===== config.mk =====
export PLATFORM = sky130hd
export DESIGN_NAME = delimited_record_field_extractor
export DESIGN_NICKNAME = d
export VERILOG_FILES = /design/src/rtl/drfe_pkg.sv /design/src/rtl/drfe_parser.sv /design/src/rtl/delimited_record_field_extractor.sv
export VERILOG_INCLUDE_DIRS = /design/src /design/src/rtl
export SDC_FILE = /design/constraint.sdc
export NUM_CORES = 1
export LEC_CHECK = 0
export ABC_CLOCK_PERIOD_IN_PS = 4200
export BUFFER_PORTS_ARGS = -buffer_cell sky130_fd_sc_hd__buf_2
export CAP_MARGIN = 10
export CORE_MARGIN = 2
export CORE_UTILIZATION = 58
export DETAILED_ROUTE_END_ITERATION = 10
export GPL_TIMING_DRIVEN = 0
export HOLD_SLACK_MARGIN = 0.02
export PLACE_DENSITY = 0.78
export SLEW_MARGIN = 20
export SYNTH_ARGS = -nofsm -noshare
export SYNTH_HDL_FRONTEND = slang
export SYNTH_SLANG_ARGS = --single-unit

===== constraint.sdc =====
create_clock -name i_clk -period 4.2 [get_ports i_clk]
set_input_delay 0.42 -clock i_clk [delete_from_list [all_inputs] [get_ports i_clk]]
set_output_delay 0.42 -clock i_clk [all_outputs]
set_load 0.05 [all_outputs]

===== src/rtl/delimited_record_field_extractor_macros.svh =====
// ----------------------------------------------------------------------------
// delimited record field extractor assertion macros
// property check wrappers, empty when synthesized
// ----------------------------------------------------------------------------
`ifndef DELIMITED_RECORD_FIELD_EXTRACTOR_MACROS_SVH
`define DELIMITED_RECORD_FIELD_EXTRACTOR_MACROS_SVH

`ifndef SYNTHESIS

`define DRFE_ASSERT_IMPLY(lbl, clk, rst_n, ante, cons) \
    lbl: assert property (@(posedge clk) disable iff (!(rst_n)) (ante) |-> (cons)) \
        else $error("implication check failed");

`define DRFE_ASSERT_NEXT(lbl, clk, rst_n, ante, cons) \
    lbl: assert property (@(posedge clk) disable iff (!(rst_n)) (ante) |=> (cons)) \
        else $error("next cycle check failed");

`else

`define DRFE_ASSERT_IMPLY(lbl, clk, rst_n, ante, cons)

`define DRFE_ASSERT_NEXT(lbl, clk, rst_n, ante, cons)

`endif

`endif


===== src/rtl/drfe_pkg.sv =====
// ----------------------------------------------------------------------------
// drfe_pkg
// shared types and constants of the delimited record field extractor
// ----------------------------------------------------------------------------
package drfe_pkg;

    localparam logic [7:0] CH_END      = 8'h00;
    localparam logic [7:0] CH_LBRACKET = 8'h5B;
    localparam logic [7:0] CH_COLON    = 8'h3A;
    localparam logic [7:0] CH_COMMA    = 8'h2C;
    localparam logic [7:0] CH_QUOTE    = 8'h22;
    localparam logic [7:0] CH_RBRACE   = 8'h7D;

    localparam logic [1:0] CFG_RECORD_COUNT = 2'd0;
    localparam logic [1:0] CFG_PRICE_LIMIT  = 2'd1;
    localparam logic [1:0] CFG_TIME_LIMIT   = 2'd2;

    localparam logic [7:0] RECORD_COUNT_RST = 8'd24;
    localparam logic [5:0] PRICE_LIMIT_RST  = 6'd16;
    localparam logic [5:0] TIME_LIMIT_RST   = 6'd32;

    typedef enum logic [2:0] {
        KIND_PRICE_CHAR = 3'd0,
        KIND_TIME_CHAR  = 3'd1,
        KIND_PRICE_END  = 3'd2,
        KIND_TIME_END   = 3'd3,
        KIND_RECORD_END = 3'd4,
        KIND_OK         = 3'd5,
        KIND_FAILED     = 3'd6
    } t_kind;

    typedef enum logic [1:0] {
        ERR_NONE  = 2'd0,
        ERR_END   = 2'd1,
        ERR_PRICE = 2'd2,
        ERR_TIME  = 2'd3
    } t_err;

    typedef struct packed {
        logic [7:0] record_count;
        logic [5:0] price_limit;
        logic [5:0] time_limit;
    } t_cfg;

    typedef struct packed {
        logic       vld;
        t_kind      kind;
        logic [7:0] ch;
        logic [7:0] idx;
        t_err       err;
    } t_result;

endpackage


===== src/rtl/drfe_parser.sv =====
// ----------------------------------------------------------------------------
// drfe_parser
// parse state and one-byte step logic, gives at most one result per byte
// ----------------------------------------------------------------------------
module drfe_parser (
    input  logic              i_clk,
    input  logic              i_rst_n,
    input  logic              i_step,
    input  logic [7:0]        i_byte,
    input  drfe_pkg::t_cfg    i_cfg,
    output drfe_pkg::t_result o_res
);

    typedef enum logic [3:0] {
        PH_SEEK_BRACKET = 4'd0,
        PH_SEEK_PCOLON  = 4'd1,
        PH_PRICE        = 4'd2,
        PH_SEEK_TCOLON  = 4'd3,
        PH_SEEK_QUOTE   = 4'd4,
        PH_TIME         = 4'd5,
        PH_SEEK_BRACE   = 4'd6,
        PH_DRAIN_OK     = 4'd7,
        PH_DRAIN_ERR    = 4'd8
    } t_phase;

    t_phase          r_phase, n_phase;
    logic [5:0]      r_len, n_len;
    logic [7:0]      r_done, n_done;
    drfe_pkg::t_err  r_perr, n_perr;
    logic [6:0]      len_inc;
    logic [7:0]      done_inc;

    assign len_inc  = {1'b0, r_len} + 7'd1;
    assign done_inc = r_done + 8'd1;

    always_comb begin
        n_phase   = r_phase;
        n_len     = r_len;
        n_done    = r_done;
        n_perr    = r_perr;
        o_res     = '0;
        o_res.idx = r_done;
        if (i_byte == drfe_pkg::CH_END) begin
            o_res.vld = 1'b1;
            n_phase   = PH_SEEK_BRACKET;
            n_len     = '0;
            n_done    = '0;
            n_perr    = drfe_pkg::ERR_NONE;
            if (r_phase == PH_DRAIN_OK) begin
                o_res.kind = drfe_pkg::KIND_OK;
                o_res.idx  = '0;
            end else begin
                o_res.kind = drfe_pkg::KIND_FAILED;
                if (r_phase == PH_DRAIN_ERR && r_perr != drfe_pkg::ERR_NONE) begin
                    o_res.err = r_perr;
                end else begin
                    o_res.err = drfe_pkg::ERR_END;
                end
            end
        end else begin
            case (r_phase)
                PH_SEEK_BRACKET: begin
                    if (i_byte == drfe_pkg::CH_LBRACKET) begin
                        n_phase = (r_done >= i_cfg.record_count) ? PH_DRAIN_OK
                                                                 : PH_SEEK_PCOLON;
                    end
                end
                PH_SEEK_PCOLON: begin
                    if (i_byte == drfe_pkg::CH_COLON) begin
                        n_phase = PH_PRICE;
                        n_len   = '0;
                    end
                end
                PH_PRICE: begin
                    if (i_byte == drfe_pkg::CH_COMMA) begin
                        n_phase    = PH_SEEK_TCOLON;
                        n_len      = '0;
                        o_res.vld  = 1'b1;
                        o_res.kind = drfe_pkg::KIND_PRICE_END;
                    end else if (len_inc >= {1'b0, i_cfg.price_limit}) begin
                        n_phase = PH_DRAIN_ERR;
                        n_perr  = drfe_pkg::ERR_PRICE;
                        n_len   = '0;
                    end else begin
                        n_len      = len_inc[5:0];
                        o_res.vld  = 1'b1;
                        o_res.kind = drfe_pkg::KIND_PRICE_CHAR;
                        o_res.ch   = i_byte;
                    end
                end
                PH_SEEK_TCOLON: begin
                    if (i_byte == drfe_pkg::CH_COLON) begin
                        n_phase = PH_SEEK_QUOTE;
                    end
                end
                PH_SEEK_QUOTE: begin
                    if (i_byte == drfe_pkg::CH_QUOTE) begin
                        n_phase = PH_TIME;
                        n_len   = '0;
                    end
                end
                PH_TIME: begin
                    if (i_byte == drfe_pkg::CH_COLON) begin
                        n_phase    = PH_SEEK_BRACE;
                        n_len      = '0;
                        o_res.vld  = 1'b1;
                        o_res.kind = drfe_pkg::KIND_TIME_END;
                    end else if (len_inc >= {1'b0, i_cfg.time_limit}) begin
                        n_phase = PH_DRAIN_ERR;
                        n_perr  = drfe_pkg::ERR_TIME;
                        n_len   = '0;
                    end else begin
                        n_len      = len_inc[5:0];
                        o_res.vld  = 1'b1;
                        o_res.kind = drfe_pkg::KIND_TIME_CHAR;
                        o_res.ch   = i_byte;
                    end
                end
                PH_SEEK_BRACE: begin
                    if (i_byte == drfe_pkg::CH_RBRACE) begin
                        n_done     = done_inc;
                        n_phase    = (done_inc >= i_cfg.record_count) ? PH_DRAIN_OK
                                                                      : PH_SEEK_PCOLON;
                        o_res.vld  = 1'b1;
                        o_res.kind = drfe_pkg::KIND_RECORD_END;
                    end
                end
                PH_DRAIN_OK, PH_DRAIN_ERR: begin
                    n_phase = r_phase;
                end
                default: begin
                    n_phase = PH_SEEK_BRACKET;
                    n_len   = '0;
                    n_done  = '0;
                    n_perr  = drfe_pkg::ERR_NONE;
                end
            endcase
        end
    end

    always_ff @(posedge i_clk) begin
        if (!i_rst_n) begin
            r_phase <= PH_SEEK_BRACKET;
            r_len   <= '0;
            r_done  <= '0;
            r_perr  <= drfe_pkg::ERR_NONE;
        end else if (i_step) begin
            r_phase <= n_phase;
            r_len   <= n_len;
            r_done  <= n_done;
            r_perr  <= n_perr;
        end
    end

endmodule


===== src/rtl/delimited_record_field_extractor.sv =====
// ----------------------------------------------------------------------------
// delimited_record_field_extractor
// pulls price and time fields out of a delimited response, one byte per item
//
//   channel  direction  handshake                  payload
//   in       in         i_in_valid / o_in_stall    i_in_byte
//   out      out        o_out_valid / i_out_stall  o_kind, o_out_char,
//                                                  o_record_index, o_error_code
//   cfg      in         i_cfg_we                   i_cfg_index, i_cfg_data
//
// one byte per cycle sustained when the output does not stall; an accepted byte
// waits in the input register, its result, if any, in the result register
// synchronous active-low reset restarts the parse and loads default limits
// an output stall holds the result register, then backs up the input register
// ----------------------------------------------------------------------------
`include "delimited_record_field_extractor_macros.svh"

module delimited_record_field_extractor (
    input  logic       i_clk,
    input  logic       i_rst_n,
    input  logic       i_in_valid,
    output logic       o_in_stall,
    input  logic [7:0] i_in_byte,
    output logic       o_out_valid,
    input  logic       i_out_stall,
    output logic [2:0] o_kind,
    output logic [7:0] o_out_char,
    output logic [7:0] o_record_index,
    output logic [1:0] o_error_code,
    input  logic       i_cfg_we,
    input  logic [1:0] i_cfg_index,
    input  logic [7:0] i_cfg_data
);

    drfe_pkg::t_cfg    r_cfg;
    logic              r_in_valid;
    logic [7:0]        r_in_byte;
    drfe_pkg::t_result r_out;
    drfe_pkg::t_result step_res;
    logic              step_go;
    logic              in_take;

    // byte moves to the result register once that register is free
    assign step_go    = r_in_valid && (!r_out.vld || !i_out_stall);
    assign o_in_stall = r_in_valid && !step_go;
    assign in_take    = i_in_valid && !o_in_stall;

    always_ff @(posedge i_clk) begin
        if (!i_rst_n) begin
            r_cfg.record_count <= drfe_pkg::RECORD_COUNT_RST;
            r_cfg.price_limit  <= drfe_pkg::PRICE_LIMIT_RST;
            r_cfg.time_limit   <= drfe_pkg::TIME_LIMIT_RST;
        end else if (i_cfg_we) begin
            case (i_cfg_index)
                drfe_pkg::CFG_RECORD_COUNT: r_cfg.record_count <= i_cfg_data;
                drfe_pkg::CFG_PRICE_LIMIT:  r_cfg.price_limit  <= i_cfg_data[5:0];
                drfe_pkg::CFG_TIME_LIMIT:   r_cfg.time_limit   <= i_cfg_data[5:0];
                default: begin
                    r_cfg <= r_cfg;
                end
            endcase
        end
    end

    always_ff @(posedge i_clk) begin
        if (!i_rst_n) begin
            r_in_valid <= 1'b0;
        end else if (in_take) begin
            r_in_valid <= 1'b1;
        end else if (step_go) begin
            r_in_valid <= 1'b0;
        end
    end

    always_ff @(posedge i_clk) begin
        if (in_take) begin
            r_in_byte <= i_in_byte;
        end
    end

    drfe_parser u_parser (
        .i_clk   (i_clk),
        .i_rst_n (i_rst_n),
        .i_step  (step_go),
        .i_byte  (r_in_byte),
        .i_cfg   (r_cfg),
        .o_res   (step_res)
    );

    always_ff @(posedge i_clk) begin
        if (!i_rst_n) begin
            r_out <= '0;
        end else if (step_go) begin
            r_out <= step_res;
        end else if (!i_out_stall) begin
            r_out.vld <= 1'b0;
        end
    end

    assign o_out_valid    = r_out.vld;
    assign o_kind         = r_out.kind;
    assign o_out_char     = r_out.ch;
    assign o_record_index = r_out.idx;
    assign o_error_code   = r_out.err;

    `DRFE_ASSERT_IMPLY(a_err_only_failed, i_clk, i_rst_n,
        o_out_valid && r_out.kind != drfe_pkg::KIND_FAILED,
        r_out.err == drfe_pkg::ERR_NONE)
    `DRFE_ASSERT_IMPLY(a_char_only_fields, i_clk, i_rst_n,
        o_out_valid && o_out_char != 8'd0,
        r_out.kind == drfe_pkg::KIND_PRICE_CHAR || r_out.kind == drfe_pkg::KIND_TIME_CHAR)
    `DRFE_ASSERT_IMPLY(a_ok_clean, i_clk, i_rst_n,
        o_out_valid && r_out.kind == drfe_pkg::KIND_OK,
        o_record_index == 8'd0 && o_out_char == 8'd0)
    `DRFE_ASSERT_NEXT(a_backup_holds, i_clk, i_rst_n,
        r_in_valid && r_out.vld && i_out_stall,
        r_in_valid)

endmodule


[After elaboration in Yosys (flattened, before gate mapping)]
Index checks and enable logic that the tools add are counted.
Storage, ports and cells
  register bits: 71
  bits in latches: 0
  bits in writable memories: 0
  ROM bits: 0
  bits of input ports: 23
  output and inout bits: 23
  word-level logic and storage cells: 126
  memories kept: 0
Operators by class
  $add $sub $neg: 2
  multiply operators: 0
  divide/modulo/power cells: 0
  $lt $le $gt $ge: 4
  equality and inequality tests: 31
  shift operators: 0
  multiplexer cells: 50
  bitwise operators: 0
  reductions and logical operators: 25
Operators by type and width (count)
  two-way mux 4 bit: 14
  two-way mux 8 bit: 6
  two-way mux 6 bit: 7
  one-hot mux 4 bit (8 select lines): 1
  one-hot mux 8 bit (2 select lines): 2
  one-hot mux 6 bit (5 select lines): 1
  equality test 8 x 6 -> 1 bit, second input constant: 3
  two-way mux 12 bit: 2
  inequality test 3 x 1 -> 1 bit, second input constant: 7
  equality test 4 x 3 -> 1 bit, second input constant: 4
  equality test 8 x 7 -> 1 bit, second input constant: 2
  >= comparator 8 bit: 2
  two-way mux 2 bit: 8
  >= comparator 7 x 6 -> 1 bit: 2
  one-hot mux 4 bit (3 select lines): 1
  two-way mux 10 bit: 1
  inequality test 2 x 1 -> 1 bit, second input constant: 5
  AND reduction 9 bit: 1
  adder 8 x 1 -> 8 bit, second input constant: 1
  equality test 4 x 2 -> 1 bit, second input constant: 2
  logical NOT 8 bit: 1
  inequality test 4 x 1 -> 1 bit, second input constant: 2
  OR reduction 8 bit: 1
  adder 6 x 1 -> 7 bit, second input constant: 1
  other kinds (21): 35

[Longest topological paths before layout]
  depth in word-level cells: 8
  depth in mapped cells: 13

[Hierarchy]
A second synthesis with hierarchy kept.
Second synthesis, totals
  cell total of the unflattened synthesis: 497
  area, all modules: 4290.4 sq um
By module, submodules not included
  drfe_parser: instances 1, cells each 311, area an instance 2327.2 sq um, sequential area each 400.4 sq um
  delimited_record_field_extractor: instances 1, cells each 186, area an instance 1963.1 sq um, sequential area each 1101.1 sq um

[Worst setup path before layout]
OpenSTA, ideal clock, no wires.
  path type: flip-flop to flip-flop
  from: reg u_parser.r_len[0]
  to: reg r_out, in the netlist o_out_char[0]
  setup time: 0.066 ns
  arrival time: 2.873 ns
  required time: 4.134 ns
  setup slack: 1.261 ns
  stages on the path, launching flop included: 14
  path buffers: 1
  period minus slack after synthesis: 2.939 ns
  cells stage by stage: dfxtp_1 -> ha_1 -> nand3_1 -> and2_1 -> or2_2 -> ha_1 -> a21oi_1 -> nor2b_1 -> or4_1 -> or3_4 -> a21oi_4 -> buf_6 -> a22oi_1 -> nor2_1
Between the ends
  longest elaborated chain between the ends: 6
Ends and longest elaborated chain
  from (decl): line drfe_parser.sv:27  | logic [5:0] r_len, n_len;
  from (signal assigned): line drfe_parser.sv:149  | r_len <= n_len;
  adder 6 x 1 -> 7 bit (*): line drfe_parser.sv:33  | assign len_inc = {1'b0, r_len} + 7'd1;
  >= comparator 7 x 6 -> 1 bit, on equally long branches: line drfe_parser.sv:108, drfe_parser.sv:80
  two-way mux 12 bit, on equally long branches: line drfe_parser.sv:108, drfe_parser.sv:80
  two-way mux 8 bit, on equally long branches: line drfe_parser.sv:103, drfe_parser.sv:75
  one-hot mux 8 bit (2 select lines) (*): line drfe_parser.sv:61  | case (r_phase)
  two-way mux 8 bit (*): line drfe_parser.sv:43  | if (i_byte == drfe_pkg::CH_END) begin
  to (signal assigned): line delimited_record_field_extractor.sv:94  | r_out <= step_res;
  to (decl): line delimited_record_field_extractor.sv:38  | drfe_pkg::t_result r_out;
Every way passes the cells marked *; elsewhere a longest branch is shown, timed or not.
A chain may end at the register's enable or synchronous reset.

[Final worst setup path]
  from: reg u_parser.r_len[0]
  to: reg r_out, in the netlist o_out_char[6]
Same word-level chain as after synthesis.

==> flow_summary.toml <==
[yosys]
synth_area_leader_cell = "dfxtp_1"
syn_inst = 448
synthesis.area_um2 = 3910
synth_top_area_share_pct = 32.3
synth_common_cells = "63 x dfxtp_1, 54 x nor2_1, 31 x a21oi_1, 31 x nand2_1, 30 x ha_1"
ys_ff_latch = 71
synth_warnings = 0
synth-seq-area-share_pct = 38.4
syn_area_per_cell_um2 = 8.72
synth_ff_type = "dfxtp_1"
synth_most_common_cell = "dfxtp_1"
synthTopCellsByArea = "dfxtp_1 32%, ha_1 9.6%, edfxtp_1 6.1%, nor2_1 5.2%, a21oi_1 4.0%"
syn-num-nets = 501
synth_edf_count = 8
synthArstFlopShare_pct = 0
synth_cell_types = 61

[timing]
worst_slack_ns = 0.778
finalCritPeriodShare_pct = 81.5
worst_pin_slew_ns = 0.812
fmax_mhz = 292
fin_setup_tns_ns = 0
setup_viol = 0
period_needed_ns = 3.42
finalHoldViolCount = 0
slew_headroom_pct = 45.9
clock-skew-final_ns = 0.00676
slew_viol_final = 0
rsz0062_at_grt = "false"

[pwr]
intPower_mw = 1.06
p_leak_nw = 1.93
swShare_pct = 24.0
p_sw_uw = 337
powerDensity_nw_per_um2 = 315
vdd_ir_drop_max_mv = 0.295
power_frac_clock_pct = 43.4
p_comb_share_pct = 6.0
seqPwrFrac_pct = 50.6

[worst_hold_path]
hp-class = "input port to flip-flop"

[layout]
nets = 557
n_antenna_cell = 0
drive_above_1_share_pct = 16.9
final_util_pct = 69.3
fill_cells = 543
area_growth_pct = 13.9

[global_routing]
grt_usage_pct = 26.6
grt_pass1_wl_mm = 15.5
grt_pass1_vias = 3237
grt_max_degree = 14
antenna_found_initial = 0
grt_overflow = 0

[clock_network]
cts-root-buf = "clkbuf_8"
post_cts_buffers = 0
clk_pin_slew_ns = 0.08
cts.sink_count = 71
cts_tree = "done"
ctsHtreeMaxLevel = 3
post_cts_resized = 0
clk_latency_ns = 0.35
cts_hold_buf = 0
max-clock-path-buffers = 2
numCtsBuffers = 9

[route]
drt_iter0_drc = 215
first_pass_iters = 5
via_per_inst = 5.89
num_vias = 3453
detail_route.wl_per_cell_um = 15.7
ant_nets = 0
drcViolationCount = 0
routed_wl_mm = 9.17

[floorplanning]
core_um2 = 6420
initial_core_util_pct = 60.8
die_h_um = 86.1
die-area_um2 = 7410
io_pins = 46
num_rows = 29
die_w_um = 86.1

[critical_path]
startpoint = "u_parser.r_len[0]"
r2r-end = "o_out_char[6]"
cp.required_ns = 4.49
worstPathMaxFanout = 10
critical_path_class = "flip-flop to flip-flop"
worstPathArrival_ns = 3.71
crit_path_end_kind = "flip-flop"
start_kind = "flip-flop"
cp-endpoint = "o_out_char[6]"
reg2reg_slack_ns = 0.78
timing.rr.start = "u_parser.r_len[0]"
rr_worst_depth = 12

[place]
io_buffers = 45
place.gp.congestion = 0.980
hpwl_mm = 6.92
dp_slack_ns = 0.885

[outcome]
outcome = "finished, final reports clean"

[job]
cap_viol_max_count = 0
layout by cell type, fill, tap and decap left out, types with 3 or more instances in the layout:
master and count:
a21oi_1 31, nor2b_1 17, nor3_1 8, nand2b_1 3, and2_1 5, clkbuf_1 7, clkbuf_8 11, and3_1 4
o211ai_1 6, inv_1 24, clkinvlp_4 3, nor2_1 54, ha_1 30, buf_6 4, nand3_1 23, a2111oi_0 3
dfxtp_1 63, nor4_1 4, edfxtp_1 8, o21ai_0 17, mux2i_1 15, a22oi_1 18, xor2_1 5, nand2_1 31
buf_2 49, nor3b_1 3, a21o_1 4, nand3b_1 6, nand4_1 5, or2_2 3
critical path, cell delays in order (launching register included):
cell	delay [ns]
dfxtp_1	0.46
ha_1	0.24
nand3_1	0.13
and2_1	0.20
or2_2	0.33
ha_1	0.30
a21o_1	0.18
a2111oi_0	0.64
nand3_1	0.26
a21oi_4	0.26
buf_6	0.19
a22oi_1	0.08
nor2_1	0.09
per-stage QoR:
stage	area (um^2)	cells	hold WS, ns	power (mW)
global route	4450	586	0.223	1.45
detailed placement	4230	570	0.478	0.808
finish	4450	586	0.239	1.40
floorplan	3910	448	0.458	0.775
CTS	4450	586	0.226	1.41
global placement	4230	570	0.465	0.805
layer usage:
| layer | up-vias | global-route usage [%] | part of all wire [%] |
|---|---|---|---|
| met5 | - | 0 | 0 |
| met4 | 0 | 8.80 | 1.6 |
| met3 | 14 | 5.77 | 6.0 |
| met2 | 108 | 42.4 | 46 |
| met1 | 1623 | 36.0 | 46 |
| li1 | 1708 | - | - |
power groups by stage:
stage	logic, mW	registers, mW	clock network, mW
global placement	0.0812	0.724	0
finish	0.0842	0.709	0.609
floorplan	0.0497	0.725	0
CTS	0.0839	0.709	0.616
global route	0.0933	0.711	0.646
detailed placement	0.0836	0.724	0
flip-flops by register name, indices dropped and copies added (netlist names), 2 cells and up:
register / flops
r_in_byte: 8
o_kind: 3
u_parser.r_done: 8
r_cfg: 20
u_parser.r_len: 6
u_parser.r_phase: 4
u_parser.r_perr: 2
o_out_char: 8
o_record_index: 8
o_error_code: 2
area by class of cell:
class                   count  area [um^2]  share of cell area, %
plain buffers              17          119                   2.67
flip-flops and latches     71         1500                   33.8
multi-input cells         335         2190                   49.3
clock buffers               9          124                   2.78
well taps                  77         96.3                   2.17
repair buffers             45          225                   5.06
inverters                  25         93.8                   2.11
clock inverters             7         96.3                   2.17
worst min path at each step:
stage | startpoint | endpoint | slack (ns) | depth (start not counted)
after floorplan | u_parser.r_perr[0] | u_parser.r_perr[0] | 0.46 | 2
after global placement | o_kind[1] | o_kind[1] | 0.46 | 2
after detailed placement | o_kind[1] | o_kind[1] | 0.48 | 2
after CTS | i_in_byte[4] | r_in_byte[4] | 0.23 | 1
after global routing | i_in_byte[0] | r_in_byte[0] | 0.22 | 1
final | i_in_byte[7] | r_in_byte[7] | 0.24 | 1
kinds of logic (layout without fill, tap and decap cells):
logic type	Yosys count	in the layout	synth area share, %
compound gates	100	100	16.6
xor+xnor	7	7	1.57
fa+ha+maj	30	30	9.61
buf+inv	42	103	5.45
flops	71	71	38.4
mux	15	15	3.84
simple gates	183	183	24.5
(Power assumes the default switching activity.)
